`src/hw/rtl/lavm_pkg.sv`:
```
`timescale 1ns / 1ps
// ----------------------------------------------------------------------------
// lavm_pkg: shared types and helpers of the look-at view matrix builder
// Fixed-point format, job record between front and back, state encodings,
// and the round-and-saturate helpers used on both sides.
// ----------------------------------------------------------------------------
package lavm_pkg;

  localparam int unsigned FRAC_BITS = 16;
  // quotient of one normalize division never exceeds one, so FRAC_BITS+1 bits
  localparam int unsigned QUO_W     = FRAC_BITS + 1;
  // rounded dividend: 32-bit magnitude, FRAC_BITS zeros, one carry bit
  localparam int unsigned NUM_W     = 32 + QUO_W;

  typedef logic signed [31:0] word_t;

  localparam word_t ONE = 32'sd1 <<< FRAC_BITS;

  // one classified beat from front to back
  typedef struct packed {
    word_t [2:0] e;
    word_t [2:0] r;
    word_t [2:0] s;
    word_t [2:0] t;
    logic        degen;
  } job_t;

  typedef enum logic [1:0] {
    F_IDLE,
    F_RUN,
    F_PUSH
  } front_state_e;

  typedef enum logic [3:0] {
    B_IDLE,
    B_SCALE,
    B_SQ,
    B_SQRT,
    B_DSTART,
    B_DIV,
    B_MAC,
    B_ROW,
    B_EMIT
  } back_state_e;

  // clamp to the signed 32-bit range
  function automatic word_t sat32(input logic signed [63:0] v);
    word_t res;
    if (v > 64'sd2147483647) begin
      res = 32'sh7FFFFFFF;
    end else if (v < -64'sd2147483648) begin
      res = 32'sh80000000;
    end else begin
      res = v[31:0];
    end
    return res;
  endfunction

  // drop the fraction bits, round half up, clamp
  function automatic word_t rnd_sat(input logic signed [63:0] x);
    logic signed [63:0] h;
    h = (x >>> (FRAC_BITS - 1)) + 64'sd1;
    h = h >>> 1;
    return sat32(h);
  endfunction

endpackage

```
`src/hw/rtl/lavm_front.sv`:
```
`timescale 1ns / 1ps
// ----------------------------------------------------------------------------
// lavm_front: command intake and basis cross products
// Forms t = eye - target, r = up x t, s = t x r on one shared multiplier and
// flags the degenerate basis before handing the beat to the queue.
// ----------------------------------------------------------------------------
module lavm_front (
  input  logic                      clk_i,
  input  logic                      rst_ni,
  input  logic                      start,
  output logic                      busy,
  input  lavm_pkg::word_t [2:0]     eye_i,
  input  lavm_pkg::word_t [2:0]     target_i,
  input  lavm_pkg::word_t [2:0]     up_i,
  input  logic                      full_i,
  output logic                      push_o,
  output lavm_pkg::job_t            job_o
);

  lavm_pkg::front_state_e state_q, state_d;
  logic [3:0]             step_q;
  lavm_pkg::word_t [2:0]  e_q, u_q, t_q, r_q, s_q;
  lavm_pkg::word_t [2:0]  t_in;
  lavm_pkg::word_t        op_a, op_b;
  logic signed [63:0]     prod_q;
  logic signed [63:0]     mul;
  logic signed [63:0]     diff;
  logic [1:0]             sidx;
  logic                   accept;

  assign push_o = (state_q == lavm_pkg::F_PUSH) && !full_i;
  assign busy   = !((state_q == lavm_pkg::F_IDLE) || push_o);
  assign accept = start && !busy;

  // saturated difference eye - target
  always_comb begin
    for (int i = 0; i < 3; i++) begin
      t_in[i] = lavm_pkg::sat32(64'(eye_i[i]) - 64'(target_i[i]));
    end
  end

  // pick the operand pair of the current step
  always_comb begin
    case (step_q)
      4'd0:    begin op_a = u_q[1]; op_b = t_q[2]; end
      4'd1:    begin op_a = u_q[2]; op_b = t_q[1]; end
      4'd2:    begin op_a = u_q[2]; op_b = t_q[0]; end
      4'd3:    begin op_a = u_q[0]; op_b = t_q[2]; end
      4'd4:    begin op_a = u_q[0]; op_b = t_q[1]; end
      4'd5:    begin op_a = u_q[1]; op_b = t_q[0]; end
      4'd6:    begin op_a = t_q[1]; op_b = r_q[2]; end
      4'd7:    begin op_a = t_q[2]; op_b = r_q[1]; end
      4'd8:    begin op_a = t_q[2]; op_b = r_q[0]; end
      4'd9:    begin op_a = t_q[0]; op_b = r_q[2]; end
      4'd10:   begin op_a = t_q[0]; op_b = r_q[1]; end
      4'd11:   begin op_a = t_q[1]; op_b = r_q[0]; end
      default: begin op_a = '0;     op_b = '0;     end
    endcase
  end

  assign mul  = 64'(op_a) * 64'(op_b);
  assign diff = prod_q - mul;
  assign sidx = 2'(step_q[3:1] - 3'd3);

  // next state
  always_comb begin
    state_d = state_q;
    unique case (state_q)
      lavm_pkg::F_IDLE: if (start) state_d = lavm_pkg::F_RUN;
      lavm_pkg::F_RUN:  if (step_q == 4'd11) state_d = lavm_pkg::F_PUSH;
      lavm_pkg::F_PUSH: begin
        if (!full_i) state_d = start ? lavm_pkg::F_RUN : lavm_pkg::F_IDLE;
      end
      default:          state_d = lavm_pkg::F_IDLE;
    endcase
  end

  always_ff @(posedge clk_i or negedge rst_ni) begin
    if (!rst_ni) begin
      state_q <= lavm_pkg::F_IDLE;
      step_q  <= '0;
    end else begin
      state_q <= state_d;
      if (accept) begin
        step_q <= '0;
      end else if (state_q == lavm_pkg::F_RUN) begin
        step_q <= step_q + 4'd1;
      end
    end
  end

  // capture the command, then run two steps per cross term
  always_ff @(posedge clk_i) begin
    if (accept) begin
      e_q <= eye_i;
      u_q <= up_i;
      t_q <= t_in;
    end else if (state_q == lavm_pkg::F_RUN) begin
      if (!step_q[0]) begin
        prod_q <= mul;
      end else if (step_q < 4'd6) begin
        r_q[step_q[2:1]] <= lavm_pkg::rnd_sat(diff);
      end else begin
        s_q[sidx] <= lavm_pkg::rnd_sat(diff);
      end
    end
  end

  assign job_o.e     = e_q;
  assign job_o.r     = r_q;
  assign job_o.s     = s_q;
  assign job_o.t     = t_q;
  assign job_o.degen = (s_q == '0);

endmodule

```
`config.mk`:
```
export PLATFORM = sky130hd
export DESIGN_NAME = lavm_front
export DESIGN_NICKNAME = d
export VERILOG_FILES = /design/src/hw/rtl/lavm_pkg.sv /design/src/hw/rtl/lavm_front.sv
export SDC_FILE = /design/constraint.sdc
export NUM_CORES = 2
export LEC_CHECK = 0
export ABC_AREA = 1
export ABC_CLOCK_PERIOD_IN_PS = 10600
export BUFFER_PORTS_ARGS = -buffer_cell sky130_fd_sc_hd__clkbuf_2
export CAP_MARGIN = 0
export CORE_MARGIN = 2
export CORE_UTILIZATION = 45
export CTS_BUF_LIST = sky130_fd_sc_hd__clkbuf_16
export DETAILED_ROUTE_END_ITERATION = 7
export PLACE_DENSITY = 0.67
export SYNTH_ARGS = -nofsm -noshare
export SYNTH_HDL_FRONTEND = slang
export SYNTH_SLANG_ARGS = --single-unit
```
`constraint.sdc`:
```
create_clock -name clk_i -period 10.6 [get_ports clk_i]
set_input_delay 1.59 -clock clk_i [delete_from_list [all_inputs] [get_ports clk_i]]
set_output_delay 1.59 -clock clk_i [all_outputs]
set_load 0.01 [all_outputs]
```
==> results.sh <==
export IMPL_status="finished with violations"
export IMPL_violations="negative setup slack"
export IMPL_tightest_slew_ps=1100
export IMPL_drv_slew=0
export IMPL_drive_gt1_share_pct=32.4
export IMPL_grt_max_degree=148
export IMPL_fp_row_count=142
export IMPL_min_path_type="reg -> reg"
export IMPL_hold_viol_final=0
export IMPL_synthDistinctLibCells=58
export IMPL_grt_overflow=0
export IMPL_dpl_cell_count=12000
export IMPL_synth_cells=7975
export IMPL_rsz0062_at_grt="yes"
export IMPL_yosys_most_used_dff="edfxtp_1"
export IMPL_wl_mm=341
export IMPL_synth_most_common_cell="inv_1"
export IMPL_numPortBuffers=678
export IMPL_wl_met2_mm=143
export IMPL_cp_slowest_cell="fa_2"
export IMPL_layout_nets=11900
export IMPL_cts_sinks=550
export IMPL_critPathArrivalTime_ps=12470
export IMPL_ys_top_cells_by_area="fa_1 (32%), edfxtp_1 (24%), inv_1 (9.9%), nand2_1 (9.8%), ha_1 (6.2%)"
export IMPL_setup_slack_ps=-1430
export IMPL_top_layer_used="met5"
export IMPL_yosys_register_bits=550
export IMPL_setup_viol=192
export IMPL_root_buffer="clkbuf_16"
export IMPL_ios=679
export IMPL_cp_start_kind="flop"
export IMPL_period_share_pct=113
export IMPL_htreeDepth=3
export IMPL_endpoint_kind="flop"
export IMPL_cts_tree="done"
export IMPL_initial_core_util_pct=45.3
export IMPL_async_reset_ff_share_pct=1.09
export IMPL_dr_total_vias=66000
export IMPL_critical_path_class="reg -> reg"
export IMPL_seq_area_frac_synth_pct=24.3
export IMPL_clk_latency_ps=730
export IMPL_drt_initial_drc_count=7201
export IMPL_grt_pass1_wl_mm=475
export IMPL_required_ps=11040
export IMPL_met3WireLength_mm=40.5
export IMPL_cp_common_cell="nand2_1"
export IMPL_holdWs_ps=489
export IMPL_syn_to_final_growth_pct=38.6
export IMPL_fillCellCount=13000
export IMPL_max_slew_margin_pct=26.3
export IMPL_slowest_delay_ps=620
export IMPL_finalCriticalPeriod_ps=12030
export IMPL_critPathMaxFanout=7
export IMPL_synth_edf_count=544
export IMPL_gp_congestion=1.12
export IMPL_skew_ps=68.5
export IMPL_dieArea_sq_um=154000
export IMPL_ant_nets=0
export IMPL_cap_violations=0
export IMPL_fin_util_pct=62.8
export IMPL_synth_top_cell_area_share_pct=32.0
export IMPL_fp_coreArea_sq_um=150000
export IMPL_avgSynthCellArea_sq_um=8.52
export IMPL_yosysTopAreaCell="fa_1"
export IMPL_die_h_um=393
export IMPL_yosys_warnings=0
export IMPL_postCtsHoldBufs=0
export IMPL_via_per_inst=5.38
export IMPL_cts_buffer_depth=3
export IMPL_syn_area_sq_um=68000
export IMPL_synth_common_cells="inv_1 (1788), nand2_1 (1780), fa_1 (1085)"
export IMPL_fin_cells=12300
export IMPL_dieWidth_um=393
export IMPL_place_ws_ps=-2700
export IMPL_clk_pin_slew_ps=60
export IMPL_grt_pass1_vias=67400
export IMPL_antenna_found_initial=24
export IMPL_drc=0
export IMPL_min_path_cells=1
export IMPL_drt_met1_wl_mm=124
export IMPL_grt_use_total_pct=44.4
export IMPL_syn_num_nets=9688
export IMPL_fmax_mhz=83.1
export IMPL_r2r_cells=64
export IMPL_wl_per_cell_um=27.8
export IMPL_dp_hpwl_mm=289
export IMPL_cts_made_buffers=68
export IMPL_first_pass_iters=8
==> routing by layer <==
metal,vias up,GRT usage (%)
li1,28500,-
met1,32600,54.4
met2,3840,64.8
met3,999,14.1
met4,10,34.5
met5,-,0
==> worst max-delay path, delay by kind of cell (launching register included) <==
kind | cells | cell delay, ps
xor gates and xnor gates | 2 | 260
DFF | 1 | 450
adders and majority gates | 11 | 4900
buffers and inverters | 17 | 1990
and+or+nand+nor | 30 | 3540
AOI/OAI and AO/OA | 4 | 590
==> cell usage in the layout (no fill, tap or decap), types with 65 or more instances in the layout <==
cell type,count
buf_12,124
buf_4,1471
inv_1,1737
nor2_4,70
nor2_1,889
xor2_1,100
ha_1,281
clkbuf_16,76
clkbuf_2,678
xnor2_1,65
nand2_4,77
buf_6,66
nand2_2,134
nand3_1,171
nand2_1,1590
fa_2,71
o21ai_0,77
nor2_2,102
a21oi_1,190
edfxtp_1,544
fa_1,1014
==> registers in the layout, indices dropped and copies added, names as in the netlist <==
register	flops
job_o	384
state_q	2
u_q	96
prod_q	64
step_q	4
==> per-stage QoR <==
| stage | area, sq um | setup TNS (ps) |
|---|---|---|
| after floorplan | 68700 | -2600 |
| after global placement | 86400 | -515830 |
| after detailed placement | 86400 | -500960 |
| after CTS | 91000 | -259510 |
| after global routing | 94200 | -352110 |
| final | 94200 | -263800 |
==> final timing paths <==
kind                                        start                endpoint  slack [ps]
max in group asynchronous                  rst_ni   step_q[0]$_DFFE_PN0P_        9670
hold / removal             state_q[0]$_DFFE_PN0P_  state_q[1]$_DFFE_PN0P_         490
hold reg to reg            state_q[0]$_DFFE_PN0P_  state_q[1]$_DFFE_PN0P_         490
setup reg to reg            step_q[1]$_DFFE_PN0P_    job_o[203]$_DFFE_PP_       -1430
min in group asynchronous                  rst_ni   step_q[2]$_DFFE_PN0P_         710
setup / recovery            step_q[1]$_DFFE_PN0P_    job_o[203]$_DFFE_PP_       -1430
==> logic make-up (layout without fill, tap and decap cells) <==
kind of cell | after synthesis | count (layout) | synth area share [%]
AND/OR/NAND/NOR | 3276 | 3277 | 19.5
buffers and inverters | 2045 | 4302 | 11.4
adder cells (fa/ha/maj) | 1421 | 1421 | 38.2
flip-flops | 550 | 550 | 24.3
AO/OA/AOI/OAI | 485 | 485 | 4.05
XOR/XNOR | 198 | 198 | 2.59
other | 0 | 13 | 0
==> area by class of cell <==
| class | instances | area (sq um) | area share (%) |
|---|---|---|---|
| diodes | 13 | 32.5 | 0.0345 |
| clock buffers | 70 | 1750 | 1.86 |
| clock inverters | 48 | 369 | 0.392 |
| inverters | 1824 | 6930 | 7.35 |
| multi-input cells | 5381 | 48000 | 51.0 |
| flip-flops and latches | 550 | 16500 | 17.5 |
| well taps | 2016 | 2520 | 2.68 |
| repair buffers | 2360 | 18100 | 19.2 |
==> repair_timing <==
| action | CTS | global route |
|---|---|---|
| gates resized for setup | 420 | 617 |
| cloned | 5 | 7 |
| setup buffers | 75 | 92 |
| pin swaps | 141 | 207 |
| setup endpoints to repair | 192 | 192 |
Power is left out: the tool's default activity adds up to more than one toggle a clock period on the data nets, which glitch-free logic cannot reach.
