**src/hw/rtl/lavm_pkg.sv**
```systemverilog
`timescale 1ns / 1ps
// ----------------------------------------------------------------------------
// lavm_pkg: shared types and helpers of the look-at view matrix builder
// Fixed-point format, job record between front and back, state encodings,
// and the round-and-saturate helpers used on both sides.
// ----------------------------------------------------------------------------
package lavm_pkg;

  localparam int unsigned FRAC_BITS = 16;
  // quotient of one normalize division never exceeds one, so FRAC_BITS+1 bits
  localparam int unsigned QUO_W     = FRAC_BITS + 1;
  // rounded dividend: 32-bit magnitude, FRAC_BITS zeros, one carry bit
  localparam int unsigned NUM_W     = 32 + QUO_W;

  typedef logic signed [31:0] word_t;

  localparam word_t ONE = 32'sd1 <<< FRAC_BITS;

  // one classified beat from front to back
  typedef struct packed {
    word_t [2:0] e;
    word_t [2:0] r;
    word_t [2:0] s;
    word_t [2:0] t;
    logic        degen;
  } job_t;

  typedef enum logic [1:0] {
    F_IDLE,
    F_RUN,
    F_PUSH
  } front_state_e;

  typedef enum logic [3:0] {
    B_IDLE,
    B_SCALE,
    B_SQ,
    B_SQRT,
    B_DSTART,
    B_DIV,
    B_MAC,
    B_ROW,
    B_EMIT
  } back_state_e;

  // clamp to the signed 32-bit range
  function automatic word_t sat32(input logic signed [63:0] v);
    word_t res;
    if (v > 64'sd2147483647) begin
      res = 32'sh7FFFFFFF;
    end else if (v < -64'sd2147483648) begin
      res = 32'sh80000000;
    end else begin
      res = v[31:0];
    end
    return res;
  endfunction

  // drop the fraction bits, round half up, clamp
  function automatic word_t rnd_sat(input logic signed [63:0] x);
    logic signed [63:0] h;
    h = (x >>> (FRAC_BITS - 1)) + 64'sd1;
    h = h >>> 1;
    return sat32(h);
  endfunction

endpackage

```
**src/hw/rtl/lavm_queue.sv**
```systemverilog
`timescale 1ns / 1ps
// ----------------------------------------------------------------------------
// lavm_queue: two-entry job queue
// Decouples the cross-product front from the normalizing back.
// ----------------------------------------------------------------------------
module lavm_queue (
  input  logic           clk_i,
  input  logic           rst_ni,
  input  logic           push_i,
  input  lavm_pkg::job_t data_i,
  input  logic           pop_i,
  output lavm_pkg::job_t data_o,
  output logic           full_o,
  output logic           empty_o
);

  lavm_pkg::job_t [1:0] mem_q;
  logic                 wr_q;
  logic                 rd_q;
  logic [1:0]           cnt_q;

  assign full_o  = cnt_q == 2'd2;
  assign empty_o = cnt_q == 2'd0;
  assign data_o  = mem_q[rd_q];

  // advance pointers and fill count
  always_ff @(posedge clk_i or negedge rst_ni) begin
    if (!rst_ni) begin
      wr_q  <= 1'b0;
      rd_q  <= 1'b0;
      cnt_q <= '0;
    end else begin
      if (push_i) wr_q <= !wr_q;
      if (pop_i)  rd_q <= !rd_q;
      if (push_i && !pop_i) begin
        cnt_q <= cnt_q + 2'd1;
      end else if (pop_i && !push_i) begin
        cnt_q <= cnt_q - 2'd1;
      end
    end
  end

  // store the incoming beat
  always_ff @(posedge clk_i) begin
    if (push_i) mem_q[wr_q] <= data_i;
  end

endmodule

```
**config.mk**
```make
export PLATFORM = sky130hd
export DESIGN_NAME = lavm_queue
export DESIGN_NICKNAME = d
export VERILOG_FILES = /design/src/hw/rtl/lavm_pkg.sv /design/src/hw/rtl/lavm_queue.sv
export SDC_FILE = /design/constraint.sdc
export NUM_CORES = 1
export LEC_CHECK = 0
export ABC_AREA = 1
export BUFFER_PORTS_ARGS = -buffer_cell sky130_fd_sc_hd__buf_4
export CORE_AREA = 2 2 304 306
export CTS_CLUSTER_SIZE = 16
export DETAILED_ROUTE_END_ITERATION = 16
export DIE_AREA = 0 0 306 308
export PLACE_DENSITY = 0.6
export SLEW_MARGIN = 20
export SYNTH_ARGS = -nofsm -noshare
export SYNTH_HDL_FRONTEND = slang
export SYNTH_SLANG_ARGS = --single-unit
```
**constraint.sdc**
```tcl
create_clock -name clk_i -period 17.68 [get_ports clk_i]
set_input_delay 1.768 -clock clk_i [delete_from_list [all_inputs] [get_ports clk_i]]
set_output_delay 1.768 -clock clk_i [all_outputs]
set_load 0.03 [all_outputs]
```
==> results.md, run 1 <==
* Outcome: complete, no violations
* Die Wd at 306 um
* Clk slew on worst S/H paths at roughly 0.06 ns
* Netlist cell types at 13
* Slew Viols, Final at 0
* Count of buffers from port buffering at approximately 780
* Pre-CTS setup slack at roughly 12 ns
* VDD IR max at approximately 0.00010 V
* Placed Area at approximately 35,000 um^2
* DRC Markers at 0
* RSZ-0062 raised after global routing: false
* Final WL at 73,100 um
* Post-CTS Setup Bufs at 0
* Routed len/inst at 22.1 um
* Cts repair resizes at 0
* Worst setup EP type: output pin
* Avg Inst Size Synth at about 23 um^2
* DR pass1 iterations at 5
* Worst EP arrival at 4.69 ns
* Setup ws final at 11.22 ns
* Number of synthesized register bits at 774
* Core Region at 91,000 um^2
* Worst-Skew Late Latency at between 0.6 and 0.7 ns
* H-tree levels at 3
* Sum Neg Setup Slack at 0 ns
* First DRT Iteration DRCs at 962
* Post-DP HPWL at about 53,000 um
* Post-route ant nets at 0
* Crit path cell chain: buf_4, buf_4, buf_4, mux2_2, buf_4
* # setup viols final at 0
* Clk sink count at 774
* Fmax at 155 MHz
* Hold Fails Final Rpt at 0
* Via count at 14,600
* Syn Nets at ~1,600
* Final Cycle Share at 36.5%
* First-pass GRT wire length at about 100,000 um
* CP top delay family: buffers and inverters
* WS Path Type: reg -> out
* Critical Path Max Stage Delay at roughly 0.95 ns
* TritonCTS Buffers at 82
* Layout fillers at roughly 8,000
* Hold WC Path Type: reg -> reg
* Initial Utilization at a little under a third
* Hold buffer count at CTS at 0
* Max FO, Critical Path at 83
* TritonCTS clock tree: yes
* GRT Total Usage at 14.7%
* Cells after synthesis at between 1,000 and 1,500
* Final hold slack at 0.518 ns
* Final RePlAce weighted congestion at just under 0.9
* Buf/Inv on CP at 4
* Share of cells above drive strength 1 at between 60% and 70%
* Average vias per placed instance at 4.40
* Top Ports at around 780
* Std-Cell Rows at 111
* Fin crit period at approximately 6.5 ns
* Post-route cell area at around 38,000 um^2
* CP required at ~16 ns
* Area grow syn2layout at 34.1%
* Non-filler cells, final at between 3,000 and 4,000
* P per Cell Area at about 180 nW/um^2
* Layout Nets at approximately 2,400
* Maximum Capacitance Violations at 0
* Clk buf depth at 3
* CP max-delay cell: dfrtp_4
* Root Driver: clkbuf_16
* Slew @ Worst Pin at between 1 and 1.5 ns
* Die area at 94,200 um^2
* Critical path launch point type: register
* Initial antenna violation count at 10
* DP Cell Count at ~3,200
* Leak Pwr at 13.9 nW
* Sequential-to-total area share from yosys stat at just over 80%
* YS warnings at 0
* Largest net degree at the start of global routing at around 150
* Grt ovf at 0
* Fin Clk Skew at 0.0167 ns
* Mapped Area at about 28,000 um^2
* Worst-case headroom to the max-slew limit at between 20% and 30%
* Vias in the first global route at around 16,000
* Chip Height at 308 um
* Critical Path Most Common Cell: buf_4
==> flip-flops by register name (all words and copies together) (netlist names) <==
| name | count |
|---|---|
| wr_q | 1 |
| mem_q | 770 |
| rd_q | 1 |
| cnt_q | 2 |
==> synthesized netlist by cell type <==
cell type	count	area share, %
nand4_1	1	0.022
nor2_1	3	0.040
dfrtp_1	4	0.36
buf_6	39	1.6
inv_1	7	0.093
buf_2	4	0.071
xnor2_1	1	0.031
nand3_1	1	0.018
edfxtp_1	770	82
mux2_2	385	15
xor2_1	2	0.062
ha_1	1	0.044
nand2_1	5	0.067
==> worst register-to-register path: cells and delay by family, from the launching register on <==
kind                   cells  cell delay (ns)
buffers and inverters      4             3.23
DFF                        1             0.41
and+or+nand+nor            1             0.16
==> worst paths after layout <==
check                           startpoint  cells after the start  slack [ns]          end
worst max-delay path                  rd_q                      5       11.22  data_o[357]
worst min-delay path              cnt_q[1]                      2        0.52     cnt_q[1]
worst max register to register        wr_q                      5       13.43   mem_q[713]
worst min register to register    cnt_q[1]                      2        0.52     cnt_q[1]
max in group asynchronous           rst_ni                      1       16.61         rd_q
min in group asynchronous           rst_ni                      1        0.94     cnt_q[1]
==> placed cells by master, fill, tap and decap left out, drive strengths merged, types with 2 or more instances in the layout <==
cell,instances
dfrtp,4
nand2,5
nor2,3
clkbuf,100
bufinv,5
buf,789
xor2,2
diode,5
inv,8
clkinv,39
mux2,385
edfxtp,770
==> report_power, final <==
group | internal, mW | leakage, nW | switching, mW
Combinational | 0.930 | 5.39 | 1.50
Sequential | 2.44 | 7.27 | 0.116
Clock | 0.963 | 1.26 | 0.672
Total | 4.33 | 13.9 | 2.29
==> kinds of logic (layout without fill, tap and decap cells) <==
kind of cell / Yosys count / count (layout) / synth area share (%)
buffers and inverters: 50 / 942 / 1.73
muxes: 385 / 385 / 15.4
adders and majority gates: 1 / 1 / 0.0445
xor gates and xnor gates: 3 / 3 / 0.0934
other: 0 / 5 / 0
DFF: 774 / 774 / 82.6
and+or+nand+nor: 10 / 10 / 0.147
==> per-layer routing <==
| metal | vias to the layer above | track usage [%] | share of wire (%) |
|---|---|---|---|
| met3 | 160 | 5.15 | 7.6 |
| met2 | 531 | 26.7 | 54 |
| met4 | 6 | 6.94 | 4.3 |
| li1 | 6572 | - | - |
| met1 | 7287 | 15.1 | 34 |
| met5 | - | 0 | 0.056 |
==> through the flow <==
stage,total power [mW],utilization (%)
after floorplan,4.30,-
after global placement,5.03,38.6
after detailed placement,5.06,38.6
after CTS,6.72,41.4
after global routing,6.88,41.4
final,6.62,41.4
==> layout make-up <==
class                           count  area, um^2  area share (%)
Sequential cell                   774       23200            61.6
Antenna cell                        5        12.5          0.0332
Multi-Input combinational cell    399        4420            11.7
Timing Repair Buffer              789        5960            15.8
Clock buffer                      100        2230            5.90
Tap cell                         1186        1480            3.94
Inverter                            7        33.8          0.0896
Clock inverter                     46         339           0.899
No activity file was read; power rests on OpenSTA's default activity.
==> inputs of run 2 (changes only) <==
- CORE_AREA: 2 2 304 306 -> 2 2 298 300
- DIE_AREA: 0 0 306 308 -> 0 0 300 302
- clock period: 17.68 -> 6.2 ns (I/O delays scaled with it)
==> results.md, run 2 (synthesized netlist as in run 1, its figures left out) <==
* GRT Total Usage at 14.2% (-0.57 points)
* Top Ports at 776 (unchanged)
* Crit path cell chain: buf_12, mux2_2, buf_4
* Commonest cells after routing, fill and taps aside: buf_4, edfxtp_1, mux2_2, clkbuf_16, clkbuf_1
* Layout fillers at 7,743 (-4.3%)
* Critical path launch point type: register
* Critical Path Max Stage Delay at 0.83 ns (-0.12 ns)
* Fmax at ~280 MHz
* # setup viols final at 0 (unchanged)
* Layout Nets at 2,446 (+0.12%)
* CP max-delay cell: dfrtp_4
* Reg with most FFs: mem_q
* Crit path depth at 3 (-2)
* Max FO, Critical Path at 121 (+46%)
* Fin crit period at between 3 and 4 ns
* Final WL at 67,700 um (-7.4%)
* Count of buffers from port buffering at 775 (unchanged)
* Pre-CTS setup slack at 3.23 ns (-8.47 ns)
* Max FFs per register at 770 (unchanged)
* RSZ-0062 raised after global routing: false
* Via count at 14,400 (-0.98%)
* Chip Height at 302 um (-1.9%)
* Largest registers: mem_q: 770 flops, cnt_q: 2 flops
* CP required at 5.58 ns (-10.33 ns)
* Hold buffer count at CTS at 1 (+1)
* Root Driver: clkbuf_16
* Setup ws final at 2.66 ns (-8.56 ns)
* Hold wc startpoint: data_i[263]
* Std-Cell Rows at 109 (-1.8%)
* Placed Area at 35,200 um^2 (+0.12%)
* Post-route cell area at 37,900 um^2 (+0.50%)
* Register-to-Register Path Depth at 4 (-1)
* Commonest non-fill, non-tap cell in the layout: buf_4
* Hold Path Depth at 1 (-1)
* Worst-Skew Late Latency at 0.63 ns (about the same)
* First-pass GRT wire length at 95,600 um (-5.8%)
* Clk slew on worst S/H paths at 0.06 ns (about the same)
* Core Util, Final at 43.3% (+1.8 points)
* DRC Markers at 0 (unchanged)
* Post-route ant nets at 0 (unchanged)
* Final RePlAce weighted congestion at 0.816 (-7.8%)
* DR pass1 iterations at 5 (unchanged)
* H-tree levels at 3 (unchanged)
* Hold WC Path Type: in -> reg
* Core Region at 87,600 um^2 (-3.8%)
* Initial Utilization at 32.1% (+1.2 points)
* First DRT Iteration DRCs at 686 (-29%)
* TritonCTS clock tree: yes
* CP top delay family: flip-flops
* Hold Fails Final Rpt at 0 (unchanged)
* Post-DP HPWL at 46,400 um (-12%)
* VDD IR max at 0.000321 V (+210%)
* Routed len/inst at 20.5 um (-7.2%)
* Die area at 90,600 um^2 (-3.9%)
* Initial antenna violation count at 11 (+1)
* Post-CTS Setup Bufs at 0 (unchanged)
* Clk sink count at 774 (unchanged)
* Sum Neg Setup Slack at 0 ns (unchanged)
* Vias in the first global route at 15,500 (-0.49%)
* R2R Setup Slk at 3.55 ns (-9.88 ns)
* Cts repair resizes at 0 (unchanged)
* Outcome: complete, no violations
* Worst Setup SP: rd_q
* Buf/Inv on CP at 2 (-2)
* Clk buf depth at 3 (unchanged)
* Area grow syn2layout at 34.7%
* Final Cycle Share at between 50% and 60%
* Slew Viols, Final at 0 (unchanged)
* Worst-case headroom to the max-slew limit at 23.6% (-5.4 points)
* Maximum Capacitance Violations at 0 (unchanged)
* Share of cells above drive strength 1 at 61.3% (+0.46 points)
* Largest net degree at the start of global routing at 164 (+12%)
* Fin Clk Skew at 0.0123 ns (-0.00438 ns)
* Leak Pwr at 14.0 nW (+0.44%)
* WS Path Type: reg -> out
* Average vias per placed instance at 4.37 (-0.80%)
* Die Wd at 300 um (-2.0%)
* TritonCTS Buffers at 84 (+2.4%)
* Worst EP arrival at 2.92 ns (-1.77 ns)
* Worst setup EP type: output pin
* Grt ovf at 0 (unchanged)
* P per Cell Area at 502 nW/um^2 (+190%)
* Slew @ Worst Pin at 1.15 ns (+0.0816 ns)
* Origin of the critical flop-to-flop path: wr_q
## run 2: power breakdown
group / internal, mW / switching (mW) / total [mW]
Sequential: 6.95 / 0.254 / 7.20
Combinational: 2.68 / 4.32 / 7.00
Clock: 2.79 / 2.03 / 4.83
## run 2: worst paths after layout
path	endpoint
max in group asynchronous	rd_q
setup reg to reg	mem_q[599]
hold / removal	mem_q[648]
setup / recovery	data_o[212]
hold reg to reg	cnt_q[1]
min in group asynchronous	wr_q
## run 2: worst reg2reg max path, delay by kind of cell, from the launching register on
family | cells | cell delay (ns)
buf+inv | 3 | 1.58
flops | 1 | 0.51
simple gates | 1 | 0.07
## run 2: layout make-up
class                      count  area (um^2)  area share (%)
antenna                        8         20.0          0.0528
clock buffer                 103         2190            5.79
clock inverter                54          500            1.32
inverter                       7         42.5           0.112
multi-input combinational    399         4440            11.7
sequential                   774        23200            61.3
tap                         1165         1460            3.85
timing repair buffer         790         6010            15.9
## run 2: layer usage
layer  track usage [%]  up-vias  part of all wire (%)
li1                  -     6585                     -
met1              14.7     7161                    35
met2              25.2      528                    53
met3              5.34      134                   8.7
met4              6.81        6                   3.5
met5                 0        -                 0.046
## run 2: per-stage QoR
step                      instances  hold slack [ns]  power (mW)
after floorplan                1223            0.324        12.1
after global placement         3134            0.423        14.3
after detailed placement       3134            0.426        14.4
after CTS                      3292            0.109        19.3
after global routing           3298            0.118        19.8
final                          3300            0.168        19.0
==> inputs of run 3 (changes only) <==
- clock period: 6.2 -> 3.7 ns (I/O delays scaled with it)
==> results.md, run 3 (synthesized netlist as in run 1, its figures left out) <==
* Largest registers: mem_q: 770 flops, cnt_q: 2 flops
* Share of cells above drive strength 1 at 51.8% (-9.4 points)
* Pwr Total at 32.3 mW (+70%)
* Critical Path Max Stage Delay at 0.93 ns (+0.10 ns)
* RSZ-0062 raised after global routing: false
* Initial Utilization at 32.1% (unchanged)
* Pre-CTS setup slack at 1.30 ns (-1.93 ns)
* CP max-delay cell: dfrtp_4
* Worst-case headroom to the max-slew limit at 47.8% (+24 points)
* Area grow syn2layout at 49.0%
* Worst EP arrival at 2.66 ns (-0.26 ns)
* Chip Height at 302 um (unchanged)
* Worst setup EP type: output pin
* Layout Nets at 2,864 (+17%)
* Maximum Capacitance Violations at 0 (unchanged)
* Commonest non-fill, non-tap cell in the layout: buf_4
* Via count at 16,300 (+13%)
* WS Path Type: reg -> out
* Final RePlAce weighted congestion at 0.836 (+2.5%)
* Commonest cells after routing, fill and taps aside: buf_4, edfxtp_1, dlygate4sd3_1, mux2_2, clkbuf_16
* Slew @ Worst Pin at 0.783 ns (-0.364 ns)
* Routed len/inst at 19.5 um (-4.9%)
* DRC Markers at 0 (unchanged)
* Core Util, Final at 47.9% (+4.6 points)
* Max FO, Critical Path at 61 (-50%)
* Crit path cell chain: buf_12, mux2_2, buf_4
* Count of buffers from port buffering at 775 (unchanged)
* VDD IR max at 0.000596 V (+86%)
* GRT Total Usage at 15.2% (+1.1 points)
* Critical path launch point type: register
* Grt ovf at 0 (unchanged)
* First DRT Iteration DRCs at 918 (+34%)
* Reg with most FFs: mem_q
* Die Wd at 300 um (unchanged)
* CP top delay family: flip-flops
* Post-route ant nets at 0 (unchanged)
* Slew Viols, Final at 0 (unchanged)
* Leak Pwr at 15.7 nW (+12%)
* Post-CTS Setup Bufs at 0 (unchanged)
* R2R Setup Slk at 1.70 ns (-1.85 ns)
* Max FFs per register at 770 (unchanged)
* DR pass1 iterations at 7 (+2)
* Core Region at 87,600 um^2 (unchanged)
* P per Cell Area at 771 nW/um^2 (+54%)
* Post-DP HPWL at 49,600 um (+6.9%)
* Clk buf depth at 3 (unchanged)
* Fmax at approximately 330 MHz
* Std-Cell Rows at 109 (unchanged)
* Buf/Inv on CP at 2 (unchanged)
* Fin Clk Skew at 0.0165 ns (+0.00415 ns)
* Hold Fails Final Rpt at 0 (unchanged)
* Final hold slack at 0.132 ns (-0.0365 ns)
* Root Driver: clkbuf_16
* Largest net degree at the start of global routing at 118 (-28%)
* Top Ports at 776 (unchanged)
* Layout fillers at 7,363 (-4.9%)
* Die area at 90,600 um^2 (unchanged)
* Vias in the first global route at 17,900 (+15%)
* Hold WC Path Type: in -> async
* Setup ws final at 0.671 ns (-1.99 ns)
* Average vias per placed instance at 4.40 (+0.67%)
* Worst-Skew Late Latency at 0.63 ns (about the same)
* First-pass GRT wire length at 105,000 um (+9.5%)
* Final WL at 72,200 um (+6.8%)
* Initial antenna violation count at 3 (-8)
* H-tree levels at 3 (unchanged)
* Final Cycle Share at 81.9%
* Fin crit period at roughly 3 ns
* CP required at 3.33 ns (-2.25 ns)
* TritonCTS Buffers at 82 (-2.4%)
* Clk slew on worst S/H paths at 0.05 ns (about the same)
* # setup viols final at 0 (unchanged)
* Clk sink count at 774 (unchanged)
* Outcome: complete, no violations
* Sum Neg Setup Slack at 0 ns (unchanged)
* TritonCTS clock tree: yes
run 3: cell types whose count changed in the layout (fill, tap and decap cells not counted), sizes merged:
cell and delta:
bufinv -1, diode -7, clkbuf +5, buf +33
dlygate4sd3 +387, clkinvlp -2, inv -3, clkinv -8
run 3: metal layers:
metal  wire length (um)  track usage [%]  vias to the layer above
li1                   -                -                     7397
met1              26300             16.4                     8151
met2              38700             28.0                      586
met3               4380             4.02                      149
met4               2850             6.75                        4
met5                 27                0                        -
run 3: final timing paths:
kind	cells past startpoint	startpoint	end
max	3	rd_q	data_o[211]
min	2	rst_ni	wr_q
max reg2reg	4	wr_q	mem_q[389]
min reg2reg	2	cnt_q[1]	cnt_q[1]
max in group asynchronous	2	rst_ni	rd_q
min in group clk_i	2	data_i[202]	mem_q[202]
run 3: power breakdown:
| part | switching [mW] | internal [mW] |
|---|---|---|
| combinational | 7.46 | 4.98 |
| sequential | 0.458 | 11.6 |
| clock | 3.24 | 4.55 |
| total | 11.2 | 21.1 |
run 3: timing repair:
item	4_1_cts	5_1_grt
gates resized for setup	0	0
setup endpoints to repair	0	0
hold endpoints to repair	776	0
hold buffers	388	0
run 3: worst register-to-register path, delay by kind of cell (launching register included):
family | cells | cell delay, ns
flops | 1 | 0.43
simple gates | 1 | 0.10
buf+inv | 3 | 1.15
run 3: layout make-up:
| type | instances | area [um^2] | area share (%) |
|---|---|---|---|
| multi-input combinational | 399 | 4430 | 10.6 |
| clock inverter | 40 | 324 | 0.773 |
| timing repair buffer | 1210 | 10200 | 24.4 |
| antenna | 1 | 2.50 | 0.00597 |
| sequential | 774 | 23200 | 55.4 |
| tap | 1165 | 1460 | 3.48 |
| clock buffer | 108 | 2210 | 5.28 |
| inverter | 7 | 30.0 | 0.0717 |
run 3: metrics by stage:
step,instances,cell area [um^2]
3_3_place_gp,3167,35500
4_1_cts,3703,41900
2_1_floorplan,1223,28100
5_1_grt,3703,41900
6_report,3704,41900
3_5_place_dp,3167,35500
